$ cat src/rtl/kvt_pkg.sv
// ----------------------------------------------------------------------------
// kvt_pkg
// Shared types and codes for the key/value table: operation and status
// codes, controller states and default sizes.
// ----------------------------------------------------------------------------
package kvt_pkg;

  // default sizes
  localparam int ENTRIES_DEFAULT    = 16;
  localparam int KEY_BITS_DEFAULT   = 32;
  localparam int VALUE_BITS_DEFAULT = 32;

  // field widths on the ports
  localparam int OP_W     = 3;
  localparam int KEY_W    = 32;
  localparam int VALUE_W  = 32;
  localparam int STATUS_W = 2;
  localparam int COUNT_W  = 5;

  // operation codes
  localparam logic [OP_W-1:0] OP_GET    = 3'd0;
  localparam logic [OP_W-1:0] OP_SET    = 3'd1;
  localparam logic [OP_W-1:0] OP_GETINS = 3'd2;
  localparam logic [OP_W-1:0] OP_DEL    = 3'd3;
  localparam logic [OP_W-1:0] OP_CLEAR  = 3'd4;

  // status codes
  localparam logic [STATUS_W-1:0] STAT_OK       = 2'd0;
  localparam logic [STATUS_W-1:0] STAT_NOTFOUND = 2'd1;
  localparam logic [STATUS_W-1:0] STAT_FULL     = 2'd2;

  // controller states
  typedef enum logic [1:0] {
    ST_IDLE,
    ST_SCAN,
    ST_VREAD,
    ST_DONE
  } kvt_state_t;

endpackage

$ cat src/rtl/kvt_ram.sv
// ----------------------------------------------------------------------------
// kvt_ram
// Single-port synchronous RAM, one access per cycle, registered read data.
// ----------------------------------------------------------------------------
module kvt_ram #(
  parameter int DEPTH = 16,
  parameter int WIDTH = 32,
  localparam int AW = (DEPTH > 1) ? $clog2(DEPTH) : 1
) (
  input  logic             clk,
  input  logic [AW-1:0]    addr,
  input  logic             we,
  input  logic [WIDTH-1:0] wdata,
  input  logic             re,
  output logic [WIDTH-1:0] rdata
);

  logic [WIDTH-1:0] mem [DEPTH];

  // write port
  always_ff @(posedge clk) begin
    if (we) begin
      mem[addr] <= wdata;
    end
  end

  // registered read
  always_ff @(posedge clk) begin
    if (re) begin
      rdata <= mem[addr];
    end
  end

endmodule

$ cat src/rtl/key_value_table_core.sv
// ----------------------------------------------------------------------------
// key_value_table_core
// Bounded key to value table with get, set, get-or-insert, delete and clear.
// ----------------------------------------------------------------------------
// Keys and values sit in two single-port RAMs; slot valid bits and the entry
// count are flops. Each request walks the key RAM one slot per cycle from
// slot 0 until a valid slot holds the key or the last slot is compared; a
// hit then also reads the value RAM. Clear and unknown operation codes skip
// the walk and go straight to the finish state. The finish state
// also waits while the previous result word is still held in the output
// register. The walk also notes the lowest free slot, which an insert uses.
// Every request gives one result word; a new request is taken while the
// previous result still waits on the output register. After reset the table
// is empty at once: no clearing pass.
// ----------------------------------------------------------------------------
module key_value_table_core #(
  parameter int ENTRIES    = kvt_pkg::ENTRIES_DEFAULT,
  parameter int KEY_BITS   = kvt_pkg::KEY_BITS_DEFAULT,
  parameter int VALUE_BITS = kvt_pkg::VALUE_BITS_DEFAULT
) (
  input  logic        clk,
  input  logic        rst,
  input  logic        s_tvalid,
  output logic        s_tready,
  input  logic [63:0] s_tdata,   // [31:0] key, [63:32] write_value
  input  logic [2:0]  s_tuser,   // [2:0] operation
  output logic        m_tvalid,
  input  logic        m_tready,
  output logic [39:0] m_tdata,   // [31:0] read_value, [36:32] entry_count, rest zero
  output logic [1:0]  m_tuser    // [1:0] status
);

  import kvt_pkg::*;

  localparam int IW = (ENTRIES > 1) ? $clog2(ENTRIES) : 1;
  localparam int CW = $clog2(ENTRIES + 1);
  localparam int KW = (KEY_BITS < KEY_W) ? KEY_BITS : KEY_W;
  localparam int VW = (VALUE_BITS < VALUE_W) ? VALUE_BITS : VALUE_W;
  localparam logic [IW-1:0] LAST_SLOT = IW'(ENTRIES - 1);

  kvt_state_t state, state_next;

  // request registers
  logic [OP_W-1:0] op_q;
  logic [KW-1:0]   key_q;
  logic [VW-1:0]   val_q;

  // walk registers
  logic [IW-1:0] cmp_idx;
  logic [IW-1:0] slot;
  logic          hit;
  logic          free_ok;

  // table state
  logic [ENTRIES-1:0] valid;
  logic [CW-1:0]      count;

  // RAM ports
  logic [IW-1:0] key_addr, val_addr;
  logic          key_we, key_re, val_we, val_re;
  logic [KW-1:0] key_rd;
  logic [VW-1:0] val_rd, val_wd;

  // control
  logic in_fire, done_fire, out_free, hit_now, free_now;

  // result decode
  logic [STATUS_W-1:0] res_status;
  logic [VW-1:0]       res_value;
  logic                do_insert, do_update, do_delete, do_clear;

  logic [CW+COUNT_W-1:0] count_ext;
  logic [VW+VALUE_W-1:0] value_ext;

  kvt_ram #(.DEPTH(ENTRIES), .WIDTH(KW)) u_key_ram (
    .clk   (clk),
    .addr  (key_addr),
    .we    (key_we),
    .wdata (key_q),
    .re    (key_re),
    .rdata (key_rd)
  );

  kvt_ram #(.DEPTH(ENTRIES), .WIDTH(VW)) u_val_ram (
    .clk   (clk),
    .addr  (val_addr),
    .we    (val_we),
    .wdata (val_wd),
    .re    (val_re),
    .rdata (val_rd)
  );

  // compare of the slot whose key has just come out of the RAM
  assign hit_now  = valid[cmp_idx] && (key_rd == key_q);
  assign free_now = !valid[cmp_idx] && !free_ok;
  assign out_free = !m_tvalid || m_tready;

  // next state
  always_comb begin
    state_next = state;
    case (state)
      ST_IDLE: begin
        if (s_tvalid) begin
          if (s_tuser == OP_GET || s_tuser == OP_SET || s_tuser == OP_GETINS ||
              s_tuser == OP_DEL) begin
            state_next = ST_SCAN;
          end else begin
            state_next = ST_DONE;
          end
        end
      end
      ST_SCAN: begin
        if (hit_now) begin
          state_next = ST_VREAD;
        end else if (cmp_idx == LAST_SLOT) begin
          state_next = ST_DONE;
        end
      end
      ST_VREAD: state_next = ST_DONE;
      ST_DONE: begin
        if (out_free) begin
          state_next = ST_IDLE;
        end
      end
      default: state_next = ST_IDLE;
    endcase
  end

  // state outputs: handshake and RAM control
  always_comb begin
    s_tready  = 1'b0;
    done_fire = 1'b0;
    key_re    = 1'b0;
    val_re    = 1'b0;
    key_addr  = slot;
    val_addr  = slot;
    case (state)
      ST_IDLE: begin
        s_tready = !rst;
        key_re   = s_tvalid;
        key_addr = '0;
      end
      ST_SCAN: begin
        key_re   = 1'b1;
        key_addr = cmp_idx + 1'b1;
        val_re   = hit_now;
        val_addr = cmp_idx;
      end
      ST_DONE: done_fire = out_free;
      default: ;
    endcase
  end

  assign in_fire = s_tvalid && s_tready;

  // result and write decode for the finished walk
  always_comb begin
    res_status = STAT_OK;
    res_value  = '0;
    do_insert  = 1'b0;
    do_update  = 1'b0;
    do_delete  = 1'b0;
    do_clear   = 1'b0;
    case (op_q)
      OP_GET: begin
        if (hit) res_value = val_rd;
        else     res_status = STAT_NOTFOUND;
      end
      OP_SET: begin
        if (hit)          do_update = 1'b1;
        else if (free_ok) do_insert = 1'b1;
        else              res_status = STAT_FULL;
      end
      OP_GETINS: begin
        if (hit)          res_value = val_rd;
        else if (free_ok) do_insert = 1'b1;
        else              res_status = STAT_FULL;
      end
      OP_DEL: begin
        if (hit) do_delete = 1'b1;
        else     res_status = STAT_NOTFOUND;
      end
      OP_CLEAR: do_clear = 1'b1;
      default: ;
    endcase
  end

  assign key_we = done_fire && do_insert;
  assign val_we = done_fire && (do_insert || do_update);
  assign val_wd = (op_q == OP_SET) ? val_q : '0;

  // state register
  always_ff @(posedge clk) begin
    if (rst) begin
      state <= ST_IDLE;
    end else begin
      state <= state_next;
    end
  end

  // request capture
  always_ff @(posedge clk) begin
    if (in_fire) begin
      op_q  <= s_tuser;
      key_q <= s_tdata[KW-1:0];
      val_q <= s_tdata[KEY_W +: VW];
    end
  end

  // slot walk
  always_ff @(posedge clk) begin
    if (rst) begin
      hit     <= 1'b0;
      free_ok <= 1'b0;
      cmp_idx <= '0;
    end else if (in_fire) begin
      hit     <= 1'b0;
      free_ok <= 1'b0;
      cmp_idx <= '0;
    end else if (state == ST_SCAN) begin
      cmp_idx <= cmp_idx + 1'b1;
      if (hit_now) begin
        hit <= 1'b1;
      end else if (free_now) begin
        free_ok <= 1'b1;
      end
    end
  end

  always_ff @(posedge clk) begin
    if (state == ST_SCAN && (hit_now || free_now)) begin
      slot <= cmp_idx;
    end
  end

  // valid bits and entry count
  always_ff @(posedge clk) begin
    if (rst) begin
      valid <= '0;
      count <= '0;
    end else if (done_fire) begin
      if (do_clear) begin
        valid <= '0;
        count <= '0;
      end else if (do_insert) begin
        valid[slot] <= 1'b1;
        count       <= count + 1'b1;
      end else if (do_delete) begin
        valid[slot] <= 1'b0;
        if (count != '0) count <= count - 1'b1;
      end
    end
  end

  // output register
  always_comb begin
    count_ext = '0;
    value_ext = '0;
    if (do_clear) begin
      count_ext = '0;
    end else if (do_insert) begin
      count_ext = {{COUNT_W{1'b0}}, count + 1'b1};
    end else if (do_delete && count != '0) begin
      count_ext = {{COUNT_W{1'b0}}, count - 1'b1};
    end else begin
      count_ext = {{COUNT_W{1'b0}}, count};
    end
    value_ext = {{VALUE_W{1'b0}}, res_value};
  end

  always_ff @(posedge clk) begin
    if (rst) begin
      m_tvalid <= 1'b0;
    end else if (done_fire) begin
      m_tvalid <= 1'b1;
    end else if (m_tready) begin
      m_tvalid <= 1'b0;
    end
  end

  always_ff @(posedge clk) begin
    if (done_fire) begin
      m_tuser <= res_status;
      m_tdata <= {3'b000, count_ext[COUNT_W-1:0], value_ext[VALUE_W-1:0]};
    end
  end

  // checks
  a_count_matches_valid: assert property (@(posedge clk) disable iff (rst)
    count == CW'($countones(valid)))
    else $error("entry count disagrees with valid bits");

  a_count_bounded: assert property (@(posedge clk) disable iff (rst)
    count <= CW'(ENTRIES))
    else $error("entry count above table size");

  a_result_from_done: assert property (@(posedge clk) disable iff (rst)
    $rose(m_tvalid) |-> $past(state == ST_DONE))
    else $error("result word raised outside the finish state");

  a_vread_has_hit: assert property (@(posedge clk) disable iff (rst)
    state == ST_VREAD |-> hit)
    else $error("value read without a key hit");

endmodule
$ cat config.mk
export PLATFORM = sky130hd
export DESIGN_NAME = key_value_table_core
export DESIGN_NICKNAME = d
export VERILOG_FILES = /design/src/rtl/kvt_pkg.sv /design/src/rtl/kvt_ram.sv /design/src/rtl/key_value_table_core.sv
export SDC_FILE = /design/constraint.sdc
export NUM_CORES = 1
export LEC_CHECK = 0
export ABC_AREA = 1
export BUFFER_PORTS_ARGS = -buffer_cell sky130_fd_sc_hd__buf_2
export CORE_UTILIZATION = 40
export CTS_CLUSTER_SIZE = 25
export DETAILED_ROUTE_END_ITERATION = 7
export SETUP_SLACK_MARGIN = 0.05
export SYNTH_ARGS = -nofsm -noshare
export SYNTH_HDL_FRONTEND = slang
export SYNTH_SLANG_ARGS = --single-unit
export TNS_END_PERCENT = 5
$ cat constraint.sdc
create_clock -name clk -period 7.08 [get_ports clk]
set_clock_uncertainty 0.2 [all_clocks]
set_input_delay 1.77 -clock clk [delete_from_list [all_inputs] [get_ports clk]]
set_output_delay 1.77 -clock clk [all_outputs]
set_load 0.05 [all_outputs]
# Word level (Yosys, flattened, before mapping)
# Memory sizes are Yosys's and may differ from the RTL's. A register that Yosys moved wholly into a read port is not among the register bits.
# Cells that the tools add are included.
[totals] ff_bits=140 memories=2 word_cells=119 out_inout_bits=44 inputBits=71 ramBits=1024
[mem_list] memory="u_key_ram.mem" words=16 word_bits=32 read_ports=1 rd_clocked_by_memory_dff=1 wr=1 line_no="kvt_ram.sv:18" rtl="logic [WIDTH-1:0] mem [DEPTH];"
[mem_list] memory="u_val_ram.mem" words=16 word_bits=32 read_ports=1 rd_clocked_by_memory_dff=1 wr=1 line_no="kvt_ram.sv:18"
[op_classes] n_addsub=3 reduce_logical=35 bitwise=4 n_eq_ne=15 order_cmp=3 n_mux=43
[ops] op="2-to-1 mux 16 bit" n=3
[ops] op="equality test 32 bit" n=1
[ops] op="2-to-1 mux 32 bit" n=1
[ops] op="2-to-1 mux 5 bit" n=6
[ops] op="2-to-1 mux 1 bit" n=19
[ops] op="bitwise AND 16 bit" n=1
[ops] op="NOT 16 bit" n=1
[ops] op="OR 16 bit" n=1
[ops] op="2-to-1 mux 2 bit" n=7
[ops] op="equality test 3 x 2 -> 1 bit, second input constant" n=4
[ops] op="< comparator 4 x 5 -> 1 bit, second input constant" n=2
[ops] op="AND reduction 3 bit" n=3
[ops] op="logical AND 1 bit" n=8
[ops] op="one-hot mux 2 bit (4 select lines)" n=1
[ops] op="one-hot mux 4 bit (2 select lines)" n=1
[ops] op="OR reduction 2 bit" n=4
[ops] op="equality test 3 x 1 -> 1 bit, second input constant" n=2
[ops] op="logical NOT 3 bit" n=2
[ops] op="logical OR 1 bit" n=6
[ops] op="AND reduction 2 bit" n=3
[ops] op="nonzero test 3 bit" n=2
[ops] op="adder 5 x 1 -> 5 bit, second input constant" n=1
[ops] op="nonzero test 5 bit" n=1
[ops] op="subtractor 5 x 1 -> 5 bit, second input constant" n=1
[ops] op="other kinds (17)" n=22

# Depth between registers and ports, before layout
# Gate-level depths: netlist of run 1.
[logic_depth] ltp_word=9 depth_mapped=14 ltp_nobuf=13

# Cells and area by module
# A second synthesis of run 1 with hierarchy kept.
[unflattened] hier_cells=4928 hier_area_um2=51652.0
[by_module_without_submodules] mod="kvt_ram" instances=2 area_each_um2=22534.1 seq_area_each_um2=16335.7 cells_per_inst=2113
[by_module_without_submodules] mod="key_value_table_core" instances=1 area_each_um2=6583.8 seq_area_each_um2=3903.7 cells_per_inst=702

# Least setup slack after synthesis of run 1
# OpenSTA, ideal clock, no wires.
[synth_timing] path_kind="input port to flip-flop" start="input rst" end="register key_q[0], enable pin" path_slack_ns=-0.295 path_buffers=1 setup_ns=0.575 t_arrival_ns=6.600 stages=2 required_ns=6.305 cell_sequence="buf_1 nor3_1"
[synth_between] elab_chain_cells=3
[synth_lines] element="from (decl)" line_no="key_value_table_core.sv:22" rtl="input logic rst,"
[synth_lines] element="logical NOT 1 bit" line_no="key_value_table_core.sv:139" rtl="s_tready = !rst;"
[synth_lines] element="2-to-1 mux 1 bit" line_no="key_value_table_core.sv:137" rtl="case (state)"
[synth_lines] element="logical AND 1 bit" line_no="key_value_table_core.sv:154" rtl="assign in_fire = s_tvalid && s_tready;"
[synth_lines] element="named net in_fire" line_no="key_value_table_core.sv:65" rtl="logic in_fire, done_fire, out_free, hit_now, free_now;"
[synth_lines] element="to (signal assigned)" line_no="key_value_table_core.sv:205" rtl="key_q <= s_tdata[KW-1:0];"
[synth_lines] element="to (decl)" line_no="key_value_table_core.sv:45" rtl="logic [KW-1:0] key_q;"
# The timed path passes the listed nets, and every way through them passes these cells.
# A chain may end at the register's enable or synchronous reset.

# Worst setup path in the final report of run 1
[layout_timing] start="input rst" end="output s_tready"
[layout_between] elab_chain_cells=2
[layout_lines] element="logical NOT 1 bit" line_no="key_value_table_core.sv:139"
[layout_lines] element="2-to-1 mux 1 bit" line_no="key_value_table_core.sv:137"
[layout_lines] element="to (decl)" line_no="key_value_table_core.sv:24" rtl="output logic s_tready,"
# No other way between the ends.

==> qor.txt, run 1 <==
FF-to-FF Start = op_q[1]
Slew HR = 0.112
Async set-reset flop share out of synthesis = 0
Htree depth = 4
Die height = 343 um
Pleak = 18.2 nW
Synth Cell Area = 46600 sq um
Avg WL per Cell = 22.3 um
Total CTS buffers = 132
Most common cell in the netlist = edfxtp_1
Critical Path RT = 5.11 ns
Layout cell share with drive strength beyond 1 = 0.125
DRC viols = 0
Largest net degree at the start of global routing = 94
Commonest cells post-synth = 1198 x edfxtp_1, 849 x nand2_1, 349 x a22oi_1
Design area = 53300 sq um
Max incr delay on CP = 0.46 ns
Hold path start = valid[7]
Worst hold margin = 0.281 ns
Initial antenna violation count = 6
Status = completed
Top-Level Pins = 115
Initial core utilization = 0.405
Num rows = 124
IO buf count = 111
Cell-internal power = 13.8 mW
Yosys top cell area share = 0.772
Die width = 343 um
CP Capture Type = primary output
Netlist cell types = 39
Number of fill cells = 9936
Switching Share = 0.332
Reg-to-reg setup timing slack = 2.52 ns
Avg Inst Size Synth = 14.3 sq um
Most frequent CP cell = buf_2
Worst skew pair latency = 0.73 ns
Post-synth EDFFs = 1198
Sw Pwr = 6.85 mW
Max Cap Viol = 0
Placed cell area = 49000 sq um
Hold WC Path Type = reg -> reg
Final Cycle Share = 0.661
WP buf/inv = 2
Core Area = 115000 sq um
Main flop type after synthesis = edfxtp_1
Iteration-0 DRC Markers = 2711
Beginning of the critical path = rst
#FFs+latches synth = 1228
Final Hold Fails = 0
Minimum clock period = 4.68 ns
Maximum vdd drop = 269 uV
Critical Path Stages = 3
Drt first pass iters = 7
Setup repair bufs after CTS = 0
Drt via density = 5.32
R2R cell count = 7
Gate power share = 0.259
Yosys top cell by area = edfxtp_1
CP max FO = 22
First-pass GRT wire length = 168 mm
# hold bufs at CTS = 0
Yosys warns = 0
Post-synthesis sequential area ratio = 0.785
FF-to-FF End = u_val_ram.mem[12][7]
GRT Overall Usage = 0.191
CTS resizes = 0
FMAX = 214 MHz
Clock Power Share = 0.327
Vias = 26800
Crit start category = input pin
P&R area growth vs syn = 14.3%
Reg power frac = 0.414
Power per Cell Area = 387 nW/um^2
Hold EP = valid[7]
Top delay family on crit path = buffers and inverters
Vias in the first global route = 26300
Die ar. = 118000 sq um
Worst path arrival time = 2.71 ns
Clock slew at reported path FFs = 0.06 ns
Area contributors post-synth = edfxtp_1 77%, nand2_1 6.8%, a22oi_1 5.6%
Setup TNS = 0 ns
Final slew viol count = 0
WHS Path Cells = 2
Worst-path cell chain = buf_2, nor2_1, buf_2
Diode count = 0
GPL Wtd Cong = 0.842
Number of nets in the layout = 3486
Critical path's slowest cell = buf_2
Post-route ant nets = 0
CTS tree = done
Setup violators final = 0
RSZ-0062 raised after global routing = false
Least-Margin Pin Slew = 1.33 ns
Gr ovfl total = 0
CTS root buf = clkbuf_16
Setup CP Type = in -> out
CTS Sinks = 1228
Post-Syn Instances = 3262
Routed WL = 112 mm
Clk buf depth = 3
Post-DP HPWL = 63.8 mm
placed cells by master, fill, tap and decap left out, types with 4 or more instances in the layout:
cell,synthesis,routed
edfxtp_1,1198,1198
nand2_1,849,849
a22oi_1,349,349
inv_1,144,140
clkbuf_16,0,135
nor2_1,158,123
nand3_1,119,118
buf_2,114,111
nand4_1,104,104
buf_4,9,56
nor2_4,2,40
clkinv_1,2,34
a21oi_1,33,33
dfxtp_1,30,30
clkbuf_1,30,28
o21ai_0,24,23
xnor2_1,21,21
clkinv_2,0,19
a211oi_2,13,13
inv_2,14,12
bufinv_16,0,9
ha_1,7,7
inv_4,0,6
nor3_1,7,6
nand2_2,4,4
inv_16,0,4
layer usage:
| layer | global-route usage | part of all wire |
|---|---|---|
| met2 | 0.310 | 0.48 |
| met4 | 0.0597 | 0.023 |
| met1 | 0.266 | 0.44 |
| met5 | 0 | 0 |
| met3 | 0.0262 | 0.056 |
power by group through the flow:
| stage | Sequential [mW] | Clock, mW | Combinational [mW] |
|---|---|---|---|
| after global routing | 8.57 | 7.12 | 5.84 |
| final | 8.54 | 6.73 | 5.34 |
| after CTS | 8.55 | 6.84 | 5.35 |
| after detailed placement | 8.70 | 0 | 5.33 |
| after global placement | 8.69 | 0 | 5.30 |
| after floorplan | 8.78 | 0 | 3.48 |
stage by stage:
stage | setup WS (ns) | util | instances | power [mW]
6_report | 2.40 | 0.463 | 5029 | 20.6
5_1_grt | 2.22 | 0.463 | 5029 | 21.5
4_1_cts | 2.39 | 0.463 | 5029 | 20.7
3_5_place_dp | 2.40 | 0.426 | 4786 | 14.0
3_3_place_gp | 2.37 | 0.426 | 4786 | 14.0
2_1_floorplan | 1.76 | - | 3264 | 12.3
cell type report:
type                       instances  area (sq um)  area share
tap                             1512          1890      0.0355
inverter                         160           616      0.0116
sequential                      1228         36600       0.686
clock inverter                    78           749      0.0141
multi-input combinational       1719          8960       0.168
timing repair buffer             167           976      0.0183
clock buffer                     165          3510      0.0659
worst max-delay path by stage:
stage | to | slack [ns]
2_1_floorplan | key_q[0] | 1.76
6_report | s_tready | 2.40
4_1_cts | s_tready | 2.39
5_1_grt | u_val_ram.mem[8][3] | 2.22
3_5_place_dp | s_tready | 2.40
3_3_place_gp | s_tready | 2.37
cell families after synthesis:
kind of cell / Yosys count / synth area share
AOI/OAI and AO/OA: 434 / 0.0684
xor gates and xnor gates: 23 / 0.00432
adders and majority gates: 7 / 0.00188
buffers and inverters: 317 / 0.0298
DFF: 1228 / 0.785
other: 1 / 0.0000804
and+or+nand+nor: 1252 / 0.111
state kept, by name (all words and copies together), names as in the netlist:
signal           cells
m_tuser              2
m_tvalid             1
u_key_ram.rdata     32
hit                  1
slot                 4
u_key_ram.mem      512
cmp_idx              4
count                5
m_tdata             37
u_val_ram.mem      512
state                2
op_q                 3
val_q               32
free_ok              1
u_val_ram.rdata     32
valid               16
key_q               32
tightest hold or removal path, cell delays in order, from the launching register on:
cell	delay [ns]
dfxtp_1	0.29
inv_1	0.07
a21oi_1	0.07
No activity file was read; power rests on OpenSTA's default activity.
==> run 2, diff against run 1 <==
--- a/config.mk
+++ b/config.mk
@@ -5,7 +5,7 @@
 export SDC_FILE = /design/constraint.sdc
 export NUM_CORES = 1
 export LEC_CHECK = 0
-export ABC_AREA = 1
+export ABC_AREA = 0
 export BUFFER_PORTS_ARGS = -buffer_cell sky130_fd_sc_hd__buf_2
 export CORE_UTILIZATION = 40
 export CTS_CLUSTER_SIZE = 25
==> constraint.sdc (replaced) <==
create_clock -name clk -period 4.3 [get_ports clk]
set_clock_uncertainty 0.2 [all_clocks]
set_input_delay 1.075 -clock clk [delete_from_list [all_inputs] [get_ports clk]]
set_output_delay 1.075 -clock clk [all_outputs]
set_load 0.05 [all_outputs]
==> qor.txt, run 2 <==
Status = completed (unchanged)
Least-Margin Pin Slew = 1.05 ns (was 1.33 ns)
Top-Level Pins = 115 (unchanged)
Beginning of the critical path = key_q[17] (was rst)
First-pass GRT wire length = 171 mm (was 168 mm)
Slew HR = 0.303 (was 0.112)
R2R cell count = 6 (was 7)
Avg WL per Cell = 24.5 um (was 22.3 um)
Hold WC Path Type = in -> reg (was reg -> reg)
Worst skew pair latency = 0.75 ns (was 0.73 ns)
Core Area = 118000 sq um (was 115000 sq um)
Die width = 348 um (was 343 um)
Power per Cell Area = 624 nW/um^2 (was 387 nW/um^2)
Top delay family on crit path = simple AND/OR/NAND/NOR gates (was buffers and inverters)
Yosys warns = 0 (unchanged)
Iteration-0 DRC Markers = 2445 (was 2711)
Post-DP HPWL = 61.7 mm (was 63.8 mm)
Most common cell in the netlist = edfxtp_1 (unchanged)
Diode count = 0 (unchanged)
Vias = 26000 (was 26800)
Final slew viol count = 0 (unchanged)
WP buf/inv = 1 (was 2)
Most common cell after layout, fill and taps aside = edfxtp_1 (unchanged)
CTS tree = done (unchanged)
Crit start category = flip-flop (was input pin)
Routed WL = 115 mm (was 112 mm)
Max Cap Viol = 0 (unchanged)
Die height = 348 um (was 343 um)
Drt first pass iters = 5 (was 7)
Num rows = 126 (was 124)
Post-route ant nets = 0 (unchanged)
Final Hold Fails = 0 (unchanged)
Reg-to-reg setup timing slack = 0.61 ns (was 2.52 ns)
RSZ-0062 raised after global routing = false (unchanged)
GPL Wtd Cong = 0.762 (was 0.842)
Synth Cell Area = 47800 sq um (was 46600 sq um)
Gr ovfl total = 0 (unchanged)
Post-Syn Instances = 2906 (was 3262)
Pleak = 18.0 nW (was 18.2 nW)
Initial core utilization = 0.404 (was 0.405)
Critical Path RT = 4.52 ns (was 5.11 ns)
Yosys top cell area share = 0.753 (was 0.772)
Initial antenna violation count = 5 (was 6)
Worst path arrival time = 3.91 ns (was 2.71 ns)
Setup violators final = 0 (unchanged)
Area contributors post-synth = edfxtp_1 75%, mux4_2 6.2%, nand2_1 4.2% (was edfxtp_1 77%, nand2_1 6.8%, a22oi_1 5.6%)
Yosys top cell by area = edfxtp_1 (unchanged)
Die ar. = 121000 sq um (was 118000 sq um)
Number of nets in the layout = 3125 (was 3486)
Worst setup path endpoint = u_val_ram.rdata[22] (was s_tready)
GRT Overall Usage = 0.190 (was 0.191)
Critical Path Stages = 6 (was 3)
#FFs+latches synth = 1228 (unchanged)
CTS Sinks = 1228 (unchanged)
Finished Layout Cells = 4688 (was 5029)
IO buf count = 111 (unchanged)
Final Cycle Share = 0.858
Async set-reset flop share out of synthesis = 0 (unchanged)
Total CTS buffers = 121 (was 132)
P&R area growth vs syn = 14.4% (was 14.3%)
Post-synthesis sequential area ratio = 0.765 (was 0.785)
Clk buf depth = 3 (unchanged)
Biggest regs = u_key_ram.mem: 512 flops, u_val_ram.mem: 512 flops, m_tdata: 37 flops (unchanged)
Drt via density = 5.55 (was 5.32)
# hold bufs at CTS = 0 (unchanged)
Netlist cell types = 50 (was 39)
CP max FO = 17 (was 22)
Commonest cells post-synth = 1198 x edfxtp_1, 531 x nand2_1, 137 x nand3_1 (was 1198 x edfxtp_1, 849 x nand2_1, 349 x a22oi_1)
Routed met2 length = 55.2 mm (was 53.8 mm)
Main flop type after synthesis = edfxtp_1 (unchanged)
Clock slew at reported path FFs = 0.06 ns (about the same)
Htree depth = 3 (was 4)
DP Cell Count = 4460 (was 4786)
Maximum vdd drop = 945 uV (was 269 uV)
Most frequent cells in the layout = 1198 x edfxtp_1, 531 x nand2_1, 137 x nand3_1 (was 1198 x edfxtp_1, 849 x nand2_1, 349 x a22oi_1)
FMAX = 271 MHz
Worst-path cell chain = xor2_1, nor4_1, nand4_1, nor3_1, and2_2, buf_4 (was buf_2, nor2_1, buf_2)
Setup repair bufs after CTS = 0 (unchanged)
Post-synth EDFFs = 1198 (unchanged)
FF-to-FF Start = key_q[17] (was op_q[1])
Met1 WL = 50.3 mm (was 49.6 mm)
Setup TNS = 0 ns (unchanged)
Critical path's slowest cell = edfxtp_1 (was buf_2)
CTS resizes = 0 (unchanged)
Vias in the first global route = 26200 (was 26300)
Max incr delay on CP = 0.66 ns (was 0.46 ns)
Worst hold margin = 0.290 ns (was 0.281 ns)
Setup CP Type = reg -> reg (was in -> out)
Largest net degree at the start of global routing = 184 (was 94)
DRC viols = 0 (unchanged)
CP Capture Type = flip-flop (was primary output)
Max Used Layer = met5 (was met4)
FF-to-FF End = u_val_ram.rdata[22] (was u_val_ram.mem[12][7])
Avg Inst Size Synth = 16.4 sq um (was 14.3 sq um)
CTS root buf = clkbuf_16 (unchanged)
Minimum clock period = 3.69 ns
WHS Path Cells = 1 (was 2)
Layout cell share with drive strength beyond 1 = 0.185 (was 0.125)
Met3 wire len = 6.80 mm (was 6.31 mm)
==> run 2: cell count changes after synthesis, sizes merged, moves of 124 or more <==
cell,delta
nand2,-321
mux4,+132
nor2,-124
inv,-152
a22oi,-345
==> run 2: per-stage QoR <==
stage | cell area [sq um] | util | power [mW] | setup WS (ns)
floorplan | 47800 | - | 20.9 | -0.320
global placement | 50700 | 0.429 | 23.8 | 0.549
detailed placement | 50700 | 0.429 | 23.9 | 0.547
CTS | 54700 | 0.462 | 34.4 | 0.607
global route | 54700 | 0.462 | 35.6 | 0.419
finish | 54700 | 0.462 | 34.1 | 0.612
==> run 2: report_power, final <==
group,internal (mW),switching (mW)
registers,13.9,0.290
clock network,5.99,4.56
logic,3.20,6.19
==> run 2: worst min-delay path by stage <==
stage	end	from	slack (ns)
2_1_floorplan	slot[3]	cmp_idx[3]	0.21
3_3_place_gp	m_tdata[27]	u_val_ram.rdata[27]	0.31
3_5_place_dp	m_tdata[12]	u_val_ram.rdata[12]	0.32
4_1_cts	val_q[0]	s_tdata[32]	0.22
5_1_grt	val_q[3]	s_tdata[35]	0.25
6_report	val_q[4]	s_tdata[36]	0.29
==> run 2: cells by family (layout without fill, tap and decap cells) <==
kind of cell / after synthesis / in the layout / synth area share
compound gates: 340 / 340 / 0.0511
buf+inv: 200 / 444 / 0.0188
simple gates: 939 / 939 / 0.0892
fa+ha+maj: 7 / 7 / 0.00183
mux: 149 / 149 / 0.0661
other cells: 1 / 3 / 0.0000785
flops: 1228 / 1228 / 0.765
xor+xnor: 42 / 42 / 0.00770
==> run 2: per-layer routing <==
metal / GRT usage / vias up
li1: - / 11600
met3: 0.0303 / 146
met2: 0.304 / 831
met4: 0.0571 / 4
met5: 0 / -
met1: 0.269 / 13400
==> run 2: worst reg2reg max path, delay by kind of cell, from the launching register on <==
family	cells	cell delay [ns]
buffers and inverters	1	0.38
and+or+nand+nor	4	1.84
xor gates and xnor gates	1	0.28
DFF	1	0.66
==> run 2: final cells by class <==
type | instances | area (sq um)
Fill cell | 10000 | 63600
Sequential cell | 1228 | 36600
Multi-Input combinational cell | 1480 | 10600
Clock buffer | 144 | 3120
Tap cell | 1536 | 1920
Timing Repair Buffer | 210 | 1520
Clock inverter | 84 | 853
Inverter | 6 | 22.5
